File: src/rtl/max_priority_queue_heap_defines.svh
// ----------------------------------------------------------------------------
// max_priority_queue_heap_defines.svh
// assertion macros used by the priority queue top module
// ----------------------------------------------------------------------------
`ifndef MAX_PRIORITY_QUEUE_HEAP_DEFINES_SVH
`define MAX_PRIORITY_QUEUE_HEAP_DEFINES_SVH

`ifndef ASSERT_OFF

// clocked check, switched off while reset is held
`define MPQH_ASSERT(lbl, clk, rst_n, prop, msg) \
    lbl: assert property (@(posedge clk) disable iff (!(rst_n)) (prop)) \
        else $error(msg);

// clocked check over a cycle boundary, switched off while reset is held
`define MPQH_ASSERT_NEXT(lbl, clk, rst_n, pre, post, msg) \
    lbl: assert property (@(posedge clk) disable iff (!(rst_n)) (pre) |=> (post)) \
        else $error(msg);

`else

`define MPQH_ASSERT(lbl, clk, rst_n, prop, msg)
`define MPQH_ASSERT_NEXT(lbl, clk, rst_n, pre, post, msg)

`endif

`endif

File: src/rtl/mpqh_pkg.sv
// ----------------------------------------------------------------------------
// mpqh_pkg
// types, constants and the ordering function of the priority queue
// ----------------------------------------------------------------------------
package mpqh_pkg;

    // number of entries the queue can hold
    localparam int CAPACITY = 32;
    // width of the internal fill counter, able to hold CAPACITY itself
    localparam int CNT_W = $clog2(CAPACITY + 1);

    // request codes
    localparam logic REQ_PUSH = 1'b0;
    localparam logic REQ_POP  = 1'b1;

    // status codes
    localparam logic [1:0] ST_OK        = 2'd0;
    localparam logic [1:0] ST_PUSH_FULL = 2'd1;
    localparam logic [1:0] ST_POP_EMPTY = 2'd2;

    typedef struct packed {
        logic [15:0] key;
        logic [7:0]  tag;
    } t_entry;

    // operation broadcast to every cell
    typedef struct packed {
        logic   push;
        logic   pop;
        t_entry ent;
    } t_cmd;

    // what a cell shows to its neighbours
    typedef struct packed {
        t_entry ent;
        logic   vld;
        logic   beat;
    } t_link;

    // true when entry a must sit above entry b
    function automatic logic beats(t_entry a, t_entry b);
        logic res;
        if (a.key != b.key) begin
            res = (a.key > b.key);
        end else begin
            res = (a.tag < b.tag);
        end
        return res;
    endfunction

endpackage

File: src/rtl/max_priority_queue_heap.sv
// ----------------------------------------------------------------------------
// max_priority_queue_heap
// bounded max priority queue built as a sorted chain of cells
// ----------------------------------------------------------------------------
// Input channel: i_valid, i_req_type, i_entry_key, i_entry_tag, with o_stall
// back. A word is taken at a clock edge where i_valid is high and o_stall low.
// A push inserts the key and tag in order; a pop removes the top entry.
// Output channel: o_valid with the result fields, i_stall back. Each request
// gives one result word: top entry, empty flag, fill count and status.
// Every cell compares the incoming word with its own entry in parallel, so a
// request settles at the clock edge that takes it, and the result is written
// to the output register at that same edge. One request per cycle is
// sustained while the receiver does not stall.
// When the output register holds a word that is stalled, o_stall is raised
// and the held word does not change until it is taken.
// Reset (i_rst_n low, synchronous) empties the queue and drops any pending
// result. A push to a full queue or a pop from an empty one leaves the
// contents untouched and reports it in the status.
// ----------------------------------------------------------------------------
`include "max_priority_queue_heap_defines.svh"

module max_priority_queue_heap (
    input  logic        i_clk,
    input  logic        i_rst_n,
    input  logic        i_valid,
    output logic        o_stall,
    input  logic        i_req_type,
    input  logic [15:0] i_entry_key,
    input  logic [7:0]  i_entry_tag,
    output logic        o_valid,
    input  logic        i_stall,
    output logic [15:0] o_top_key,
    output logic [7:0]  o_top_tag,
    output logic        o_is_empty,
    output logic [5:0]  o_fill_count,
    output logic [1:0]  o_status
);

    localparam int CW = mpqh_pkg::CNT_W;

    mpqh_pkg::t_cmd   w_cmd;
    mpqh_pkg::t_link  w_lnk  [mpqh_pkg::CAPACITY];
    mpqh_pkg::t_entry w_nent [mpqh_pkg::CAPACITY];
    logic             w_nvld [mpqh_pkg::CAPACITY];
    mpqh_pkg::t_link  w_edge_prev;
    mpqh_pkg::t_link  w_edge_next;
    mpqh_pkg::t_entry w_top_nxt;
    logic             w_top_nxt_vld;
    logic [mpqh_pkg::CAPACITY-1:0] w_vld;

    logic             w_acc;
    logic             w_full;
    logic             w_empty;
    logic             w_ord01;
    logic             w_cnt_ok;
    logic             w_prefix_ok;
    logic             w_pop_refused;
    logic             w_refused_out;
    logic             w_flag_ok;

    logic [CW-1:0]    r_count;
    logic [CW-1:0]    n_count;
    logic [1:0]       n_status;

    logic             r_out_vld;
    logic [15:0]      r_top_key;
    logic [7:0]       r_top_tag;
    logic             r_is_empty;
    logic [5:0]       r_fill_count;
    logic [1:0]       r_status;

    // handshake on the input side
    assign o_stall = r_out_vld && i_stall;
    assign w_acc   = i_valid && !o_stall;
    assign w_full  = (r_count == CW'(mpqh_pkg::CAPACITY));
    assign w_empty = (r_count == '0);

    // broadcast command to the chain
    always_comb begin
        w_cmd.push = w_acc && (i_req_type == mpqh_pkg::REQ_PUSH) && !w_full;
        w_cmd.pop  = w_acc && (i_req_type == mpqh_pkg::REQ_POP) && !w_empty;
        w_cmd.ent.key = i_entry_key;
        w_cmd.ent.tag = i_entry_tag;
    end

    // chain ends: nothing shifts in from above, an empty slot from below
    assign w_edge_prev = '0;
    assign w_edge_next = '0;

    // row of cells, slot 0 holds the top entry
    for (genvar gi = 0; gi < mpqh_pkg::CAPACITY; gi++) begin : g_cell
        mpqh_pkg::t_link  w_prev;
        mpqh_pkg::t_link  w_next;

        if (gi == 0) begin : g_first
            assign w_prev = w_edge_prev;
        end else begin : g_mid
            assign w_prev = w_lnk[gi-1];
        end

        if (gi == mpqh_pkg::CAPACITY - 1) begin : g_last
            assign w_next = w_edge_next;
        end else begin : g_body
            assign w_next = w_lnk[gi+1];
        end

        mpqh_cell u_cell (
            .i_clk     (i_clk),
            .i_rst_n   (i_rst_n),
            .i_cmd     (w_cmd),
            .i_prev    (w_prev),
            .i_next    (w_next),
            .o_link    (w_lnk[gi]),
            .o_nxt_ent (w_nent[gi]),
            .o_nxt_vld (w_nvld[gi])
        );

        assign w_vld[gi] = w_lnk[gi].vld;
    end

    // next contents of the top slot
    assign w_top_nxt     = w_nent[0];
    assign w_top_nxt_vld = w_nvld[0];

    // fill count and status of this request
    always_comb begin
        n_count  = r_count;
        n_status = mpqh_pkg::ST_OK;
        if (w_acc) begin
            if (i_req_type == mpqh_pkg::REQ_PUSH) begin
                if (w_full) begin
                    n_status = mpqh_pkg::ST_PUSH_FULL;
                end else begin
                    n_count = r_count + CW'(1);
                end
            end else begin
                if (w_empty) begin
                    n_status = mpqh_pkg::ST_POP_EMPTY;
                end else begin
                    n_count = r_count - CW'(1);
                end
            end
        end
    end

    // counter and result register
    always_ff @(posedge i_clk) begin
        if (!i_rst_n) begin
            r_count   <= '0;
            r_out_vld <= 1'b0;
        end else begin
            r_count <= n_count;
            if (!o_stall) begin
                r_out_vld <= w_acc;
            end
        end
        if (w_acc) begin
            r_fill_count <= 6'(n_count);
            r_status     <= n_status;
            if (n_count == '0 || !w_top_nxt_vld) begin
                r_top_key  <= '0;
                r_top_tag  <= '0;
                r_is_empty <= 1'b1;
            end else begin
                r_top_key  <= w_top_nxt.key;
                r_top_tag  <= w_top_nxt.tag;
                r_is_empty <= 1'b0;
            end
        end
    end

    assign o_valid      = r_out_vld;
    assign o_top_key    = r_top_key;
    assign o_top_tag    = r_top_tag;
    assign o_is_empty   = r_is_empty;
    assign o_fill_count = r_fill_count;
    assign o_status     = r_status;

    // top two slots in order
    assign w_ord01 = !(w_lnk[1].vld && mpqh_pkg::beats(w_lnk[1].ent, w_lnk[0].ent));

    // terms for the checks
    assign w_cnt_ok      = ($countones(w_vld) == int'(r_count));
    assign w_prefix_ok   = !w_lnk[1].vld || w_lnk[0].vld;
    assign w_pop_refused = w_acc && (i_req_type == mpqh_pkg::REQ_POP) && w_empty;
    assign w_refused_out = o_valid && (o_status == mpqh_pkg::ST_POP_EMPTY);
    assign w_flag_ok     = !o_valid || (o_is_empty == (o_fill_count == 6'd0));

    // checks
    `MPQH_ASSERT(a_count_match, i_clk, i_rst_n, w_cnt_ok, "slot count differs from fill count")
    `MPQH_ASSERT(a_top_order, i_clk, i_rst_n, w_ord01, "second slot outranks top slot")
    `MPQH_ASSERT(a_prefix, i_clk, i_rst_n, w_prefix_ok, "hole at top of chain")
    `MPQH_ASSERT_NEXT(a_pop_empty, i_clk, i_rst_n, w_pop_refused, w_refused_out, "empty pop")
    `MPQH_ASSERT(a_empty_flag, i_clk, i_rst_n, w_flag_ok, "empty flag disagrees with count")

endmodule

File: src/rtl/mpqh_cell.sv
// ----------------------------------------------------------------------------
// mpqh_cell
// one slot of the sorted shift chain
// ----------------------------------------------------------------------------
module mpqh_cell (
    input  logic             i_clk,
    input  logic             i_rst_n,
    input  mpqh_pkg::t_cmd   i_cmd,
    input  mpqh_pkg::t_link  i_prev,
    input  mpqh_pkg::t_link  i_next,
    output mpqh_pkg::t_link  o_link,
    output mpqh_pkg::t_entry o_nxt_ent,
    output logic             o_nxt_vld
);

    mpqh_pkg::t_entry r_ent;
    logic             r_vld;
    mpqh_pkg::t_entry n_ent;
    logic             n_vld;
    logic             w_beat;

    // new word belongs at or above this slot
    assign w_beat = !r_vld || mpqh_pkg::beats(i_cmd.ent, r_ent);

    // next slot contents: shift down on push, shift up on pop
    always_comb begin
        n_ent = r_ent;
        n_vld = r_vld;
        if (i_cmd.push) begin
            if (i_prev.beat) begin
                n_ent = i_prev.ent;
                n_vld = i_prev.vld;
            end else if (w_beat) begin
                n_ent = i_cmd.ent;
                n_vld = 1'b1;
            end
        end else if (i_cmd.pop) begin
            n_ent = i_next.ent;
            n_vld = i_next.vld;
        end
    end

    // slot storage
    always_ff @(posedge i_clk) begin
        if (!i_rst_n) begin
            r_vld <= 1'b0;
        end else begin
            r_vld <= n_vld;
        end
        r_ent <= n_ent;
    end

    assign o_link.ent = r_ent;
    assign o_link.vld = r_vld;
    assign o_link.beat = w_beat;
    assign o_nxt_ent = n_ent;
    assign o_nxt_vld = n_vld;

endmodule

File: config.mk
export PLATFORM = sky130hd
export DESIGN_NAME = max_priority_queue_heap
export DESIGN_NICKNAME = d
export VERILOG_FILES = /design/src/rtl/mpqh_pkg.sv /design/src/rtl/max_priority_queue_heap.sv /design/src/rtl/mpqh_cell.sv
export VERILOG_INCLUDE_DIRS = /design/src /design/src/rtl
export SDC_FILE = /design/constraint.sdc
export NUM_CORES = 2
export LEC_CHECK = 0
export BUFFER_PORTS_ARGS = -buffer_cell sky130_fd_sc_hd__buf_2
export CAP_MARGIN = 10
export CORE_MARGIN = 2
export CORE_UTILIZATION = 40
export CTS_CLUSTER_SIZE = 25
export DETAILED_ROUTE_END_ITERATION = 6
export PLACE_DENSITY = 0.57
export SETUP_SLACK_MARGIN = 0.1
export SLEW_MARGIN = 20
export SYNTH_ARGS = -nofsm -noshare
export SYNTH_HDL_FRONTEND = slang
export SYNTH_SLANG_ARGS = --single-unit
File: constraint.sdc
create_clock -name i_clk -period 6.65 [get_ports i_clk]
set_clock_uncertainty 0.2 [all_clocks]
set_input_delay 0.9975 -clock i_clk [delete_from_list [all_inputs] [get_ports i_clk]]
set_output_delay 0.9975 -clock i_clk [all_outputs]
set_load 0.1 [all_outputs]
==> flow_summary.toml <==
[critical_path]
path_buf_inv = 3
timing.critical_path.arrival_ns = 4.64
worstReg2RegStart = "r_count[1]$_SDFF_PN0_"
cp_max_fo = 56
timing.critical_path.cells = "inv_1 > ha_1 > or4b_1 > o211ai_4 > buf_4 > nor2_1 > a21oi_2 > buf_4"
required_ns = 6.86
cpLargestDelayFamily = "compound AO/OA/AOI/OAI gates"
end_kind = "flop"
critical_path.slowest_cell = "sky130_fd_sc_hd__a21oi_2"
path_common_cell = "sky130_fd_sc_hd__buf_4"
reg2reg_setup_slack_ns = 2.22
crit_type = "reg -> reg"
setup.worst_path.start_class = "flop"
critical_path.reg2reg.endpoint = "g_cell[28].u_cell.o_link[3]$_DFFE_PP_"
critPathMaxStageDelay_ns = 0.70
reg2regPathDepth = 8

[yosys]
synth-main-ff-cell = "sky130_fd_sc_hd__edfxtp_1"
most_frequent_cell_after_synthesis = "sky130_fd_sc_hd__edfxtp_1"
synth_adder_area_share_pct = 15.5
synth-edff-count = 777
synth_sequential_area_ratio_pct = 41.2
synth_cells = 6297
yosys-mux-area-fraction_pct = 2.25
synthSimpleGateAreaFrac_pct = 9.63
synth_cell_types = 68
synth_top_area_share_pct = 39.1
synth_common_cells = "sky130_fd_sc_hd__edfxtp_1 (777), sky130_fd_sc_hd__ha_1 (739), sky130_fd_sc_hd__inv_1 (732)"
yosys_warnings = 0
yosys-top-cells-area = "sky130_fd_sc_hd__edfxtp_1 (39%), sky130_fd_sc_hd__ha_1 (15%), sky130_fd_sc_hd__inv_1 (4.6%)"
synth_compound_area_share_pct = 23.7
synth_fp_nets = 7065
synth_async_sr_flop_share_pct = 0
synth_area_per_cell_sq_um = 9.48
synth_top_family_by_area = "compound AO/OA/AOI/OAI gates"
synth_xor_area_share_pct = 0.0147
synth.cell_area_sq_um = 59700
ys_seq_elements = 840
synth_largest_area_cell = "sky130_fd_sc_hd__edfxtp_1"

[pwr]
cellPowerDensity_nw_per_um2 = 287
power_frac_comb_pct = 30.4
power.static_leakage_nw = 27.4
power.clock.fraction_pct = 29.9
power.internal_w = 0.0121
power.ir.vdd_worst_uv = 193
power.net_switching_w = 0.00687
p_seq_share_pct = 39.8
p_sw_share_pct = 36.2

[timing]
fmax_mhz = 226
final-max-slew-violation-count = 0
unrepaired_setup_endpoints_after_global_routing = "false"
worst_slew_pin_slew_ns = 1.09
finalHoldViolCount = 0
max-slew-margin-rel_pct = 27.3
setup_total_negative_slack_ns = 0
post-route-period-util_pct = 66.6
period_minus_slack_ns = 4.43
report.final.setup_viol = 0

[finish]
syn_to_final_growth_pct = 10.5
fraction_of_layout_instances_using_a_drive_strength_above_1_pct = 7.81
number_of_fill_cells = 14100
fin_util_pct = 44.6
layout.area.seq_sq_um = 24600
num-nets-final = 6956
multi_input_area_sq_um = 30900

[grt]
via_count_of_the_first_global_routing_pass = 49400
grt_first_pass_wirelength_um = 318000
gr-usage-all-layers_pct = 27.2
number_of_antenna_violations_at_the_first_check_in_global_routing = 7
grt_remaining_overflow = 0
grt_start_max_net_pins = 206

[clock_network]
hold_buffers = 0
cts.clk_slew.worst_paths_ns = 0.06
numClockSinks = 840
cts-buffers-inserted = 101
cts_root_buf = "sky130_fd_sc_hd__clkbuf_16"
cts_setup_buffers = 0
cts_resized = 0
htree_levels = 3
clk-insertion-delay-late_ns = 0.73
clock_tree_from_tritoncts = "built"
clock_tree.buffer_depth = 3

[drt]
avgViaCountPerCell = 6.32
ant_nets = 0
detail_route.iter0.violations = 5982
route.vias.total = 51800
wire_per_inst_um = 26.0
drt_drc_violations_left = 1
drt_wl_total_um = 213000
drtPass1Iterations = 7

[run]
maxCapViolations = 0

[worst_hold_path]
worstHoldPathType = "in -> reg"
holdCritStartpoint = "i_valid"
timing.hold.worst_endpoint = "o_valid$_SDFFE_PN0N_"
holdPathStages = 2

[floorplanning]
boundaryPins = 64
placementRows = 141
dieWidth_um = 390
die_y_um = 390
fp.dieArea_sq_um = 152000
core-area_sq_um = 148000
initial_utilization_pct = 40.3

[outcome]
violations = "design-rule violations"
outcome = "complete, but fails checks"

[place]
gp_congestion = 0.891
dpl.hpwl_um = 151000
placement.io_buffers = 63
-- power groups by stage --
stage / combinational (W) / clock (W) / sequential (W)
global placement: 0.00553 / 0 / 0.00762
CTS: 0.00569 / 0.00576 / 0.00753
finish: 0.00576 / 0.00567 / 0.00754
floorplan: 0.00365 / 0 / 0.00762
global route: 0.00635 / 0.00593 / 0.00762
detailed placement: 0.00566 / 0 / 0.00763
-- stage by stage --
stage	power [W]	std cells	instance area (sq um)	hold slack, ns	setup slack [ns]
after floorplan	0.0113	6297	59700	0.272	1.28
after global placement	0.0132	8015	62700	0.286	1.57
after detailed placement	0.0133	8015	62700	0.293	1.57
after CTS	0.0190	8203	66000	0.243	2.26
after global routing	0.0199	8203	66000	0.295	1.91
final	0.0190	8206	66000	0.292	2.22
-- cells by family after synthesis --
family / count (synthesis)
compound gates: 2175
xor+xnor: 1
fa+ha+maj: 739
buf+inv: 1215
flops: 840
mux: 132
simple gates: 1195
-- placed cells by master, fill, tap and decap left out, types with 17 or more instances in the layout --
cell type                   instances
sky130_fd_sc_hd__o22ai_1           25
sky130_fd_sc_hd__nand4_1          113
sky130_fd_sc_hd__edfxtp_1         777
sky130_fd_sc_hd__a21o_1           122
sky130_fd_sc_hd__o211a_1           29
sky130_fd_sc_hd__a211oi_1          52
sky130_fd_sc_hd__or4_1             17
sky130_fd_sc_hd__nor3_1            46
sky130_fd_sc_hd__mux2i_1          122
sky130_fd_sc_hd__nor2b_1           23
sky130_fd_sc_hd__ha_1             739
sky130_fd_sc_hd__nand3_1          314
sky130_fd_sc_hd__a31oi_1          339
sky130_fd_sc_hd__o21ai_0          422
sky130_fd_sc_hd__a2111oi_0         17
sky130_fd_sc_hd__nand2b_1          53
sky130_fd_sc_hd__a21oi_1          368
sky130_fd_sc_hd__nand2_1          302
sky130_fd_sc_hd__clkbuf_1          36
sky130_fd_sc_hd__inv_1            731
sky130_fd_sc_hd__o211ai_1          45
sky130_fd_sc_hd__clkbuf_16        104
sky130_fd_sc_hd__nor2_1           229
sky130_fd_sc_hd__and2_1            19
sky130_fd_sc_hd__buf_2             42
sky130_fd_sc_hd__buf_4            215
sky130_fd_sc_hd__o221ai_1         248
sky130_fd_sc_hd__o21ai_1           79
sky130_fd_sc_hd__a22oi_1          315
sky130_fd_sc_hd__dfxtp_1           62
-- worst max path at each step --
stage | from | endpoint | slack, ns | cells past startpoint
global route | i_entry_key[0] | o_top_tag[3]$_SDFFCE_PP0P_ | 1.91 | 11
floorplan | i_entry_key[0] | g_cell[30].u_cell.o_link[10]$_DFFE_PP_ | 1.28 | 11
CTS | r_count[1]$_SDFF_PN0_ | o_top_tag[3]$_SDFFCE_PP0P_ | 2.26 | 10
global placement | i_entry_key[15] | g_cell[7].u_cell.o_link[14]$_DFFE_PP_ | 1.57 | 9
finish | r_count[1]$_SDFF_PN0_ | g_cell[28].u_cell.o_link[3]$_DFFE_PP_ | 2.22 | 8
detailed placement | i_entry_key[15] | o_top_tag[3]$_SDFFCE_PP0P_ | 1.57 | 10
-- worst register-to-register path, delay by kind of cell (launching register included) --
kind / cells / cell delay [ns]
adders and majority gates: 1 / 0.20
buffers and inverters: 3 / 1.14
DFF: 1 / 0.34
and+or+nand+nor: 2 / 0.93
AOI/OAI and AO/OA: 2 / 1.30
-- state kept, by name, indices dropped and copies added (netlist names) --
| register | count |
|---|---|
| g_cell.u_cell.o_link | 768 |
| g_cell.u_cell.r_vld | 32 |
| o_top_key | 16 |
| o_top_tag | 8 |
| o_fill_count | 6 |
| r_count | 6 |
| o_status | 2 |
| o_is_empty | 1 |
| o_valid | 1 |
-- layer usage --
metal | vias up | track usage [%] | share of wire [%]
met4 | 6 | 11.6 | 4.2
met3 | 377 | 4.93 | 8.9
met2 | 2424 | 41.8 | 44
met5 | - | 0 | 0.017
met1 | 25300 | 37.6 | 43
li1 | 23700 | - | -
-- area by class of cell --
| class | instances | area share, % |
|---|---|---|
| Inverter | 735 | 4.18 |
| Tap cell | 1930 | 3.66 |
| Timing Repair Buffer | 268 | 3.10 |
| Clock buffer | 156 | 4.48 |
| Multi-Input combinational cell | 4242 | 46.8 |
| Clock inverter | 32 | 0.512 |
| Antenna cell | 3 | 0.0114 |
| Sequential cell | 840 | 37.3 |
(Power assumes the default switching activity.)
